==> config.mk <==
export PLATFORM = sky130hd
export DESIGN_NAME = serpentine_line_rasterizer
export DESIGN_NICKNAME = d
export VERILOG_FILES = /design/src/slr_pkg.sv /design/src/serpentine_line_rasterizer.sv /design/src/slr_front.sv /design/src/slr_queue.sv /design/src/slr_walker.sv
export SDC_FILE = /design/constraint.sdc
export NUM_CORES = 1
export LEC_CHECK = 0
export BUFFER_PORTS_ARGS = -buffer_cell sky130_fd_sc_hd__buf_2
export CAP_MARGIN = 20
export CELL_PAD_IN_SITES_DETAIL_PLACEMENT = 0
export CELL_PAD_IN_SITES_GLOBAL_PLACEMENT = 1
export CORE_UTILIZATION = 36
export CTS_BUF_LIST = sky130_fd_sc_hd__clkbuf_8
export DETAILED_ROUTE_END_ITERATION = 10
export PLACE_DENSITY = 0.71
export SETUP_SLACK_MARGIN = 0.05
export SLEW_MARGIN = 40
export SYNTH_ARGS = -nofsm -noshare
export SYNTH_HDL_FRONTEND = slang
export SYNTH_SLANG_ARGS = --single-unit
==> constraint.sdc <==
create_clock -name clk_i -period 4.38 [get_ports clk_i]
set_clock_uncertainty 0.15 [all_clocks]
set_input_delay 1.095 -clock clk_i [delete_from_list [all_inputs] [get_ports clk_i]]
set_output_delay 1.095 -clock clk_i [all_outputs]
set_load 0.02 [all_outputs]
==> src/slr_pkg.sv <==
// Package for the serpentine line rasterizer: widths, register codes, payload types.
package slr_pkg;

  localparam int CoordW     = 5;
  localparam int SideW      = 6;
  localparam int ColorW     = 24;
  localparam int IndexW     = 10;
  localparam int ErrW       = 7;
  localparam int CfgIndexW  = 2;
  localparam int WallLimit  = 32;
  localparam int MaxSideDef = 32;
  localparam int QueueDepth = 2;

  typedef enum logic [CfgIndexW-1:0] {
    CfgRowWidth  = 2'd0,
    CfgRowCount  = 2'd1,
    CfgDrawColor = 2'd2
  } slr_cfg_idx_e;

  typedef struct packed {
    logic [CoordW-1:0] start_x;
    logic [CoordW-1:0] start_y;
    logic [CoordW-1:0] end_x;
    logic [CoordW-1:0] end_y;
  } slr_cmd_t;

  typedef struct packed {
    logic [IndexW-1:0] pixel_index;
    logic              visible;
    logic [ColorW-1:0] pixel_color;
    logic              last_point;
  } slr_result_t;

  typedef struct packed {
    logic [SideW-1:0]  row_width;
    logic [SideW-1:0]  row_count;
    logic [ColorW-1:0] draw_color;
  } slr_cfg_t;

  // Classified line, as handed from the front to the walker.
  typedef struct packed {
    logic [CoordW-1:0]    x;
    logic [CoordW-1:0]    y;
    logic [CoordW-1:0]    xe;
    logic [CoordW-1:0]    ye;
    logic [CoordW-1:0]    dx;
    logic [CoordW-1:0]    dy;
    logic                 sx_neg;
    logic                 sy_neg;
    logic signed [ErrW-1:0] err;
  } slr_line_t;

endpackage

==> src/serpentine_line_rasterizer.sv <==
// Top level of the serpentine line rasterizer: config registers, front end, queue, walker.
// A line's first point passes the queue, the walker's line register and its result register,
// and lines wait in the queue while the walker is busy. The walker emits one point per cycle
// while it holds a line; queued lines follow back to back, each of at most MaxSide points.
// busy is high only while the two-entry line queue is full; results cannot be stalled.
// Reset clears control state and sets row_width and row_count to 16, draw_color to 0.
module serpentine_line_rasterizer
  import slr_pkg::*;
#(
  parameter int MaxSide = MaxSideDef
) (
  input  logic                 clk_i,
  input  logic                 rst_ni,
  input  logic                 start,
  output logic                 busy,
  input  slr_cmd_t             cmd_i,
  output logic                 result_strobe_o,
  output slr_result_t          result_o,
  input  logic                 cfg_valid_i,
  output logic                 cfg_ready_o,
  input  logic [CfgIndexW-1:0] cfg_index_i,
  input  logic [ColorW-1:0]    cfg_data_i
);

  slr_cfg_t  cfg_q, cfg_d;
  slr_line_t front_line, queue_line;
  logic      queue_full, queue_valid, queue_pop, push;

  function automatic logic [SideW-1:0] clamp_side(input logic [SideW-1:0] v);
    if (v == '0) begin
      return SideW'(1);
    end
    if (v > SideW'(WallLimit)) begin
      return SideW'(WallLimit);
    end
    return v;
  endfunction

  assign cfg_ready_o = 1'b1;

  always_comb begin
    cfg_d = cfg_q;
    if (cfg_valid_i) begin
      case (cfg_index_i)
        CfgRowWidth:  cfg_d.row_width  = clamp_side(cfg_data_i[SideW-1:0]);
        CfgRowCount:  cfg_d.row_count  = clamp_side(cfg_data_i[SideW-1:0]);
        CfgDrawColor: cfg_d.draw_color = cfg_data_i;
        default:      cfg_d            = cfg_q;
      endcase
    end
  end

  always_ff @(posedge clk_i or negedge rst_ni) begin
    if (!rst_ni) begin
      cfg_q.row_width  <= SideW'(16);
      cfg_q.row_count  <= SideW'(16);
      cfg_q.draw_color <= '0;
    end else begin
      cfg_q <= cfg_d;
    end
  end

  assign busy = queue_full;
  assign push = start && !queue_full;

  slr_front #(
    .MaxSide(MaxSide)
  ) u_front (
    .cmd_i (cmd_i),
    .line_o(front_line)
  );

  slr_queue u_queue (
    .clk_i      (clk_i),
    .rst_ni     (rst_ni),
    .push_i     (push),
    .push_data_i(front_line),
    .full_o     (queue_full),
    .pop_i      (queue_pop),
    .valid_o    (queue_valid),
    .pop_data_o (queue_line)
  );

  slr_walker #(
    .MaxSide(MaxSide)
  ) u_walker (
    .clk_i          (clk_i),
    .rst_ni         (rst_ni),
    .cfg_i          (cfg_q),
    .line_valid_i   (queue_valid),
    .line_i         (queue_line),
    .line_pop_o     (queue_pop),
    .result_strobe_o(result_strobe_o),
    .result_o       (result_o)
  );

endmodule

==> src/slr_front.sv <==
// Command front end: coordinate limiting and line setup (deltas, directions, initial error).
module slr_front
  import slr_pkg::*;
#(
  parameter int MaxSide = MaxSideDef
) (
  input  slr_cmd_t  cmd_i,
  output slr_line_t line_o
);

  localparam logic [SideW:0] CoordMax = (SideW+1)'(MaxSide - 1);

  function automatic logic [CoordW-1:0] limit_coord(input logic [CoordW-1:0] c);
    logic [SideW:0] wide;
    wide = {{(SideW+1-CoordW){1'b0}}, c};
    if (wide > CoordMax) begin
      return CoordMax[CoordW-1:0];
    end
    return c;
  endfunction

  logic [CoordW-1:0] x, y, xe, ye, dx, dy;

  always_comb begin
    x  = limit_coord(cmd_i.start_x);
    y  = limit_coord(cmd_i.start_y);
    xe = limit_coord(cmd_i.end_x);
    ye = limit_coord(cmd_i.end_y);
    dx = (xe > x) ? xe - x : x - xe;
    dy = (ye > y) ? ye - y : y - ye;

    line_o.x      = x;
    line_o.y      = y;
    line_o.xe     = xe;
    line_o.ye     = ye;
    line_o.dx     = dx;
    line_o.dy     = dy;
    line_o.sx_neg = !(x < xe);
    line_o.sy_neg = !(y < ye);
    if (dx > dy) begin
      line_o.err = $signed({{(ErrW-CoordW){1'b0}}, dx >> 1});
    end else begin
      line_o.err = -$signed({{(ErrW-CoordW){1'b0}}, dy >> 1});
    end
  end

endmodule

==> src/slr_queue.sv <==
// Short queue of classified lines between the front end and the walker.
module slr_queue
  import slr_pkg::*;
(
  input  logic      clk_i,
  input  logic      rst_ni,
  input  logic      push_i,
  input  slr_line_t push_data_i,
  output logic      full_o,
  input  logic      pop_i,
  output logic      valid_o,
  output slr_line_t pop_data_o
);

  localparam int PtrW = (QueueDepth > 1) ? $clog2(QueueDepth) : 1;
  localparam int CntW = $clog2(QueueDepth + 1);

  slr_line_t           mem_q [QueueDepth];
  logic [PtrW-1:0]     wr_ptr_q, wr_ptr_d;
  logic [PtrW-1:0]     rd_ptr_q, rd_ptr_d;
  logic [CntW-1:0]     cnt_q, cnt_d;

  function automatic logic [PtrW-1:0] ptr_inc(input logic [PtrW-1:0] p);
    if (p == PtrW'(QueueDepth - 1)) begin
      return '0;
    end
    return p + 1'b1;
  endfunction

  assign full_o     = (cnt_q == CntW'(QueueDepth));
  assign valid_o    = (cnt_q != '0);
  assign pop_data_o = mem_q[rd_ptr_q];

  always_comb begin
    wr_ptr_d = push_i ? ptr_inc(wr_ptr_q) : wr_ptr_q;
    rd_ptr_d = pop_i  ? ptr_inc(rd_ptr_q) : rd_ptr_q;
    cnt_d    = cnt_q + CntW'(push_i) - CntW'(pop_i);
  end

  always_ff @(posedge clk_i or negedge rst_ni) begin
    if (!rst_ni) begin
      wr_ptr_q <= '0;
      rd_ptr_q <= '0;
      cnt_q    <= '0;
    end else begin
      wr_ptr_q <= wr_ptr_d;
      rd_ptr_q <= rd_ptr_d;
      cnt_q    <= cnt_d;
    end
  end

  always_ff @(posedge clk_i) begin
    if (push_i) begin
      mem_q[wr_ptr_q] <= push_data_i;
    end
  end

endmodule

==> src/slr_walker.sv <==
// Line walker: Bresenham stepping, serpentine index mapping and registered result.
module slr_walker
  import slr_pkg::*;
#(
  parameter int MaxSide = MaxSideDef
) (
  input  logic        clk_i,
  input  logic        rst_ni,
  input  slr_cfg_t    cfg_i,
  input  logic        line_valid_i,
  input  slr_line_t   line_i,
  output logic        line_pop_o,
  output logic        result_strobe_o,
  output slr_result_t result_o
);

  localparam int CntW = (MaxSide > 1) ? $clog2(MaxSide) : 1;

  logic                   active_q, active_d;
  slr_line_t              line_q, line_d;
  logic [CntW-1:0]        cnt_q, cnt_d;
  logic                   strobe_q;
  slr_result_t            result_q, result_d;

  logic                   last;
  logic                   done;
  logic                   step_x, step_y;
  logic signed [ErrW-1:0] dx_s, dy_s, err_n;
  logic                   vis;
  logic [IndexW-1:0]      prod;
  logic [SideW-1:0]       col;
  logic [SideW-1:0]       x_w;

  always_comb begin
    last   = (line_q.x == line_q.xe) && (line_q.y == line_q.ye);
    done   = last || (cnt_q == CntW'(MaxSide - 1));
    dx_s   = $signed({{(ErrW-CoordW){1'b0}}, line_q.dx});
    dy_s   = $signed({{(ErrW-CoordW){1'b0}}, line_q.dy});
    step_x = line_q.err > -dx_s;
    step_y = line_q.err < dy_s;
    err_n  = line_q.err - (step_x ? dy_s : '0) + (step_y ? dx_s : '0);

    x_w  = {{(SideW-CoordW){1'b0}}, line_q.x};
    vis  = (x_w < cfg_i.row_width) &&
           ({{(SideW-CoordW){1'b0}}, line_q.y} < cfg_i.row_count);
    prod = IndexW'(cfg_i.row_width * line_q.y);
    col  = line_q.y[0] ? x_w : (cfg_i.row_width - 1'b1 - x_w);

    result_d.pixel_index = vis ? (prod + IndexW'(col)) : '0;
    result_d.visible     = vis;
    result_d.pixel_color = cfg_i.draw_color;
    result_d.last_point  = last;

    line_pop_o = line_valid_i && (!active_q || done);

    line_d        = line_q;
    line_d.err    = err_n;
    if (step_x) begin
      line_d.x = line_q.sx_neg ? line_q.x - 1'b1 : line_q.x + 1'b1;
    end
    if (step_y) begin
      line_d.y = line_q.sy_neg ? line_q.y - 1'b1 : line_q.y + 1'b1;
    end
    cnt_d    = cnt_q + 1'b1;
    active_d = active_q && !done;
    if (line_pop_o) begin
      line_d   = line_i;
      cnt_d    = '0;
      active_d = 1'b1;
    end
  end

  always_ff @(posedge clk_i or negedge rst_ni) begin
    if (!rst_ni) begin
      active_q <= 1'b0;
      strobe_q <= 1'b0;
      cnt_q    <= '0;
    end else begin
      active_q <= active_d;
      strobe_q <= active_q;
      cnt_q    <= cnt_d;
    end
  end

  always_ff @(posedge clk_i) begin
    line_q   <= line_d;
    result_q <= result_d;
  end

  assign result_strobe_o = strobe_q;
  assign result_o        = result_q;

endmodule

# == Yosys cells after proc, flatten, opt, wreduce, memory -nomap -nowiden ==
# Memories as Yosys holds them, arrays and structs flattened.
# Index checks and enable logic that the tools add are counted.
# word_totals
ramBits,78
inputBits,50
reg_bits,122
memories,1
# mem_list
memory,depth,word_bits,rd,rd_clocked_by_memory_dff,wr,line,text
u_queue.mem_q,2,39,1,0,1,slr_queue.sv:18,slr_line_t mem_q [QueueDepth];
# op_classes
eq_ne,6
n_mux,39
n_mul,1
addsub,20
n_lt_le_gt_ge,10
reduce_logical,20
# ops
operator,n
$mux 5,9
$mux 6,7
$mux 39,1
$mux 1,21
$sub 5x5->5,4
$add 5x1->5 const B,3
$gt 5x5->1,3
$lt 5x6->1,2
$add 10x6->10,1
$eq 5x5->1,2
$lt 5x5->1,2
$mul 6x5->10,1
$sub 5x1->5 const B,2
$add 7x7->7,1
$gt 7x7->1,1
$lt 7x6->1,1
$mux 7,1
$neg 4->7,1
$neg 5->7,1
$sub 7x7->7,1
$gt 6x6->1 const B,1
$logic_not 6->1,1
$reduce_and 2->1,3
$reduce_bool 2->1,3
12 further kinds,23

# == Logic depth before layout (Yosys ltp) ==
# logic_depth
ltp_word,9
mapped_depth,24

# == By module ==
# From an unflattened synthesis, not the netlist that was laid out.
# hier_totals
hier_cells,869
hier_area_um2,10739.0
# modules_own_cells
module,cells_each,n_inst,seq_area_each_um2,area_each_um2
slr_walker,470,1,1996.9,4999.8
slr_queue,136,1,2442.3,3025.4
serpentine_line_rasterizer,98,1,903.4,1418.9
slr_front,165,1,0.0,1295.0

# == Least setup slack after synthesis ==
# OpenSTA, ideal clock, no wires.
# synth_timing
path_kind,reg2reg
start,register u_walker.line_q[34] (netlist bit)
end,register u_walker.result_q (netlist bit u_walker.result_o[35])
synth_period_minus_slack_ps,4650
arrival_ps,4385
t_required_ps,4115
path_buffers,0
slack_ps,-270
stages_incl_launch_ff,22
cell_sequence,edfxtp_1 -> inv_1 -> ha_1 -> inv_1 -> fa_1 -> inv_1 -> a21o_1 -> a21oi_1 -> xor2_1 -> nor2_1 -> a21oi_1 -> fa_1 -> fa_1 -> fa_1 -> inv_1 -> ha_1 -> a21o_1 -> a21o_1 -> a21oi_1 -> o21ai_0 -> xnor2_1 -> and2_1
# synth_via
elab_chain_len,3
word_cells_on_any_way,5
# synth_rtl
element,line,text
"start, declared",slr_walker.sv:20,"slr_line_t line_q, line_d;"
"start signal, assigned",slr_walker.sv:86,line_q <= line_d;
$sub 6x5->6,slr_walker.sv:47,col = line_q.y[0] ? x_w : (cfg_i.row_width - 1'b1 - x_w);
$mux 6,slr_walker.sv:47,
$add 10x6->10,slr_walker.sv:49,result_d.pixel_index = vis ? (prod + IndexW'(col)) : '0;
"end signal, assigned",slr_walker.sv:87,result_q <= result_d;
"end, declared",slr_walker.sv:23,"slr_result_t result_q, result_d;"
# Several ways; a longest one is shown, not always the timed one.
# A chain may end at the register's enable or synchronous reset.

# == Worst setup path after layout ==
# layout_timing
start,register u_walker.line_q[34] (netlist bit)
end,register u_walker.result_q (netlist bit u_walker.result_o[34])
# The elaborated chain is that of the path after synthesis.

==> flow_metrics.tcl <==
set metrics [dict create \
    gp_congestion 0.7984 \
    synth_top_area_share_pct 31.98 \
    status "completed" \
    dr.first_iter.drc_count 238 \
    synth.net_count 985 \
    grt_usage_pct 14.18 \
    cts.sinks 198 \
    synth-edff-count 108 \
    grt_max_degree 48 \
    drtAntennaViolNets 0 \
    critPathKind "reg2reg" \
    rsz0062_at_grt "true" \
    insertion_delay_ns 0.46 \
    clockRootBuffer "clkbuf_8" \
    drv_slew 0 \
    yosysMostFrequentCell "edfxtp_1" \
    htreeDepth 4 \
    peakVddDrop_uv 236.3 \
    core-area_um2 27780 \
    synth_cell_types 51 \
    die_area_um2 28840 \
    start_util_pct 36.50 \
    grt_overflow 0 \
    drc 0 \
    async_flop_share_pct 23.74 \
    tightestPinTransition_ns 0.6609 \
    endpoint_kind "register" \
    hold_viol 0 \
    nets 1147 \
    antenna_found_initial 0 \
    routed_via_density 4.477 \
    vias 6142 \
    synth.area.top_cells "edfxtp_1, dfrtp_1, ha_1" \
    grt_pass1_wl_mm 31.87 \
    die_h_um 169.8 \
    fin_crit_sh_pct 99.53 \
    synth_ff_type "edfxtp_1" \
    synth_seq_area_share_pct 52.09 \
    timing.fmax_mhz 229.4 \
    final.min_clock_period_ns 4.359 \
    cts_made_buffers 17 \
    antenna_cells 0 \
    syn_inst 819 \
    drive_above_1_share_pct 30.18 \
    netlist_top_cells_count "edfxtp_1, inv_1, ha_1, mux2_2, dfrtp_1" \
    drv_cap 0 \
    synth_top_area_cell "edfxtp_1" \
    final_area_um2 12120 \
    grt_pass1_vias 6274 \
    clk_pin_slew_ns 0.11 \
    cp_data_arrival_time_ns 4.58 \
    io_buffer_count 87 \
    slew_headroom_pct 55.84 \
    critPathLaunchType "register" \
    leakage_nw 5.423 \
    cts_tree "built" \
    die_w_um 169.8 \
    whs_ns 0.2105 \
    wirelength_mm 19.10 \
    worstPathRequired_ns 4.60 \
    powerDensity_nw_per_um2 692.6 \
    yosys_warnings 0 \
    io_pins 89 \
    synth_area_um2 10140 \
    place_area_um2 11540 \
    rows 61 \
    path_max_fanout 3 \
    dp_hpwl_mm 14.44 \
    first_pass_iters 5 \
    synth_seq_cells 198 \
    clock_path_buffers 2 \
    wl_per_cell_um 13.92 \
    hp-class "reg2reg" \
    postSynthAreaPerCell_um2 12.38 \
    setup_viol 0 \
    syn2layout_area_growth_pct 19.47 \
]
[worst paths after layout]
check	to	cells after the start	startpoint	slack (ns)
max reg2reg	u_walker.result_o[34]	21	u_walker.line_q[34]	0.02
min reg2reg	u_walker.result_o[2]	0	cfg_q[1]	0.21
min	u_walker.result_o[2]	0	cfg_q[1]	0.21
max in group asynchronous	u_queue.rd_ptr_q	1	rst_ni	3.14
max	u_walker.result_o[34]	21	u_walker.line_q[34]	0.02
min in group asynchronous	cfg_q[14]	1	rst_ni	0.48
[critical path: stages (launching register included)]
cell and delay [ns]:
edfxtp_1 0.41, inv_2 0.09, ha_4 0.13, inv_2 0.03
fa_2 0.34, inv_2 0.05, a21o_1 0.12, a21oi_2 0.06
xor2_1 0.15, nor2_1 0.12, a21oi_2 0.05, fa_1 0.50
fa_1 0.43, fa_1 0.53, inv_2 0.05, ha_4 0.21
a21o_1 0.17, a21o_1 0.17, a21o_1 0.17, a21oi_2 0.12
xnor2_1 0.07, and2_1 0.14
[final cells by class]
class | instances | area, µm²
clock inverter | 14 | 158.9
multi-input combinational | 501 | 4559
fill | 2655 | 15670
inverter | 102 | 385.4
clock buffer | 18 | 247.7
timing repair buffer | 161 | 1005
tap | 378 | 473.0
sequential | 198 | 5286
[state kept, by name (all words and copies together) (netlist names)]
signal / flops
u_walker.result_strobe_o: 1
u_walker.cnt_q: 5
u_queue.wr_ptr_q: 1
u_walker.result_o: 36
u_walker.active_q: 1
cfg_q: 36
u_queue.rd_ptr_q: 1
u_walker.dx_s: 5
u_walker.dy_s: 5
u_queue.cnt_q: 2
u_queue.mem_q: 76
u_walker.line_q: 29
[cells by family after synthesis]
group,Yosys count,share of synthesized area [%]
xor+xnor,53,4.577
simple gates,142,7.020
fa+ha+maj,116,16.46
buf+inv,120,4.540
flops,198,52.09
mux,80,8.587
compound gates,109,6.687
other cells,1,0.03698
[metal layers]
layer / vias to the layer above / global-route usage [%] / share of wire, %
li1: 3099 / - / -
met5: - / 0 / 0
met1: 2950 / 19.17 / 49
met2: 74 / 23.43 / 48
met4: 0 / 3.799 / 1.2
met3: 19 / 2.442 / 2.2
[per-stage QoR]
step	std cells	setup WS (ns)	TNS [ns]	utilization [%]	power, mW
after floorplan	819	-0.04864	-0.08591	-	5.739
after global placement	1333	-0.05315	-0.2676	41.51	6.939
after detailed placement	1333	-0.07784	-0.7607	41.54	6.974
after CTS	1370	0.02901	0	43.29	8.345
after global routing	1372	-0.1897	-0.5572	43.61	9.182
final	1372	0.02080	0	43.61	8.391
[cell usage in the layout (no fill, tap or decap), drive strengths merged, types with 17 or more instances in the layout]
cell type,n
nor2,36
inv,110
mux2,56
dfrtp,45
a21o,21
o21ai,25
clkbuf,18
fa,29
a21oi,36
ha,87
buf,161
mux2i,24
edfxtp,108
xor2,17
xnor2,36
nand2,41
dfxtp,43
and2,26
[what timing repair did]
action | CTS | global route
gates resized for setup | 10 | 17
pin swaps | 13 | 17
hold buffers | 0 | 0
buffers inserted | 5 | 2
endpoints found under the setup margin | 6 | 8
endpoints found under the hold margin | 0 | 0
[where the power goes]
| part | internal, mW | switching (mW) | leakage, nW | total [mW] |
|---|---|---|---|---|
| clock network | 0.494 | 0.707 | 0.210 | 1.20 |
| logic | 2.08 | 2.16 | 3.29 | 4.24 |
| registers | 2.62 | 0.328 | 1.92 | 2.95 |
Power figures use the tool's default switching activity.
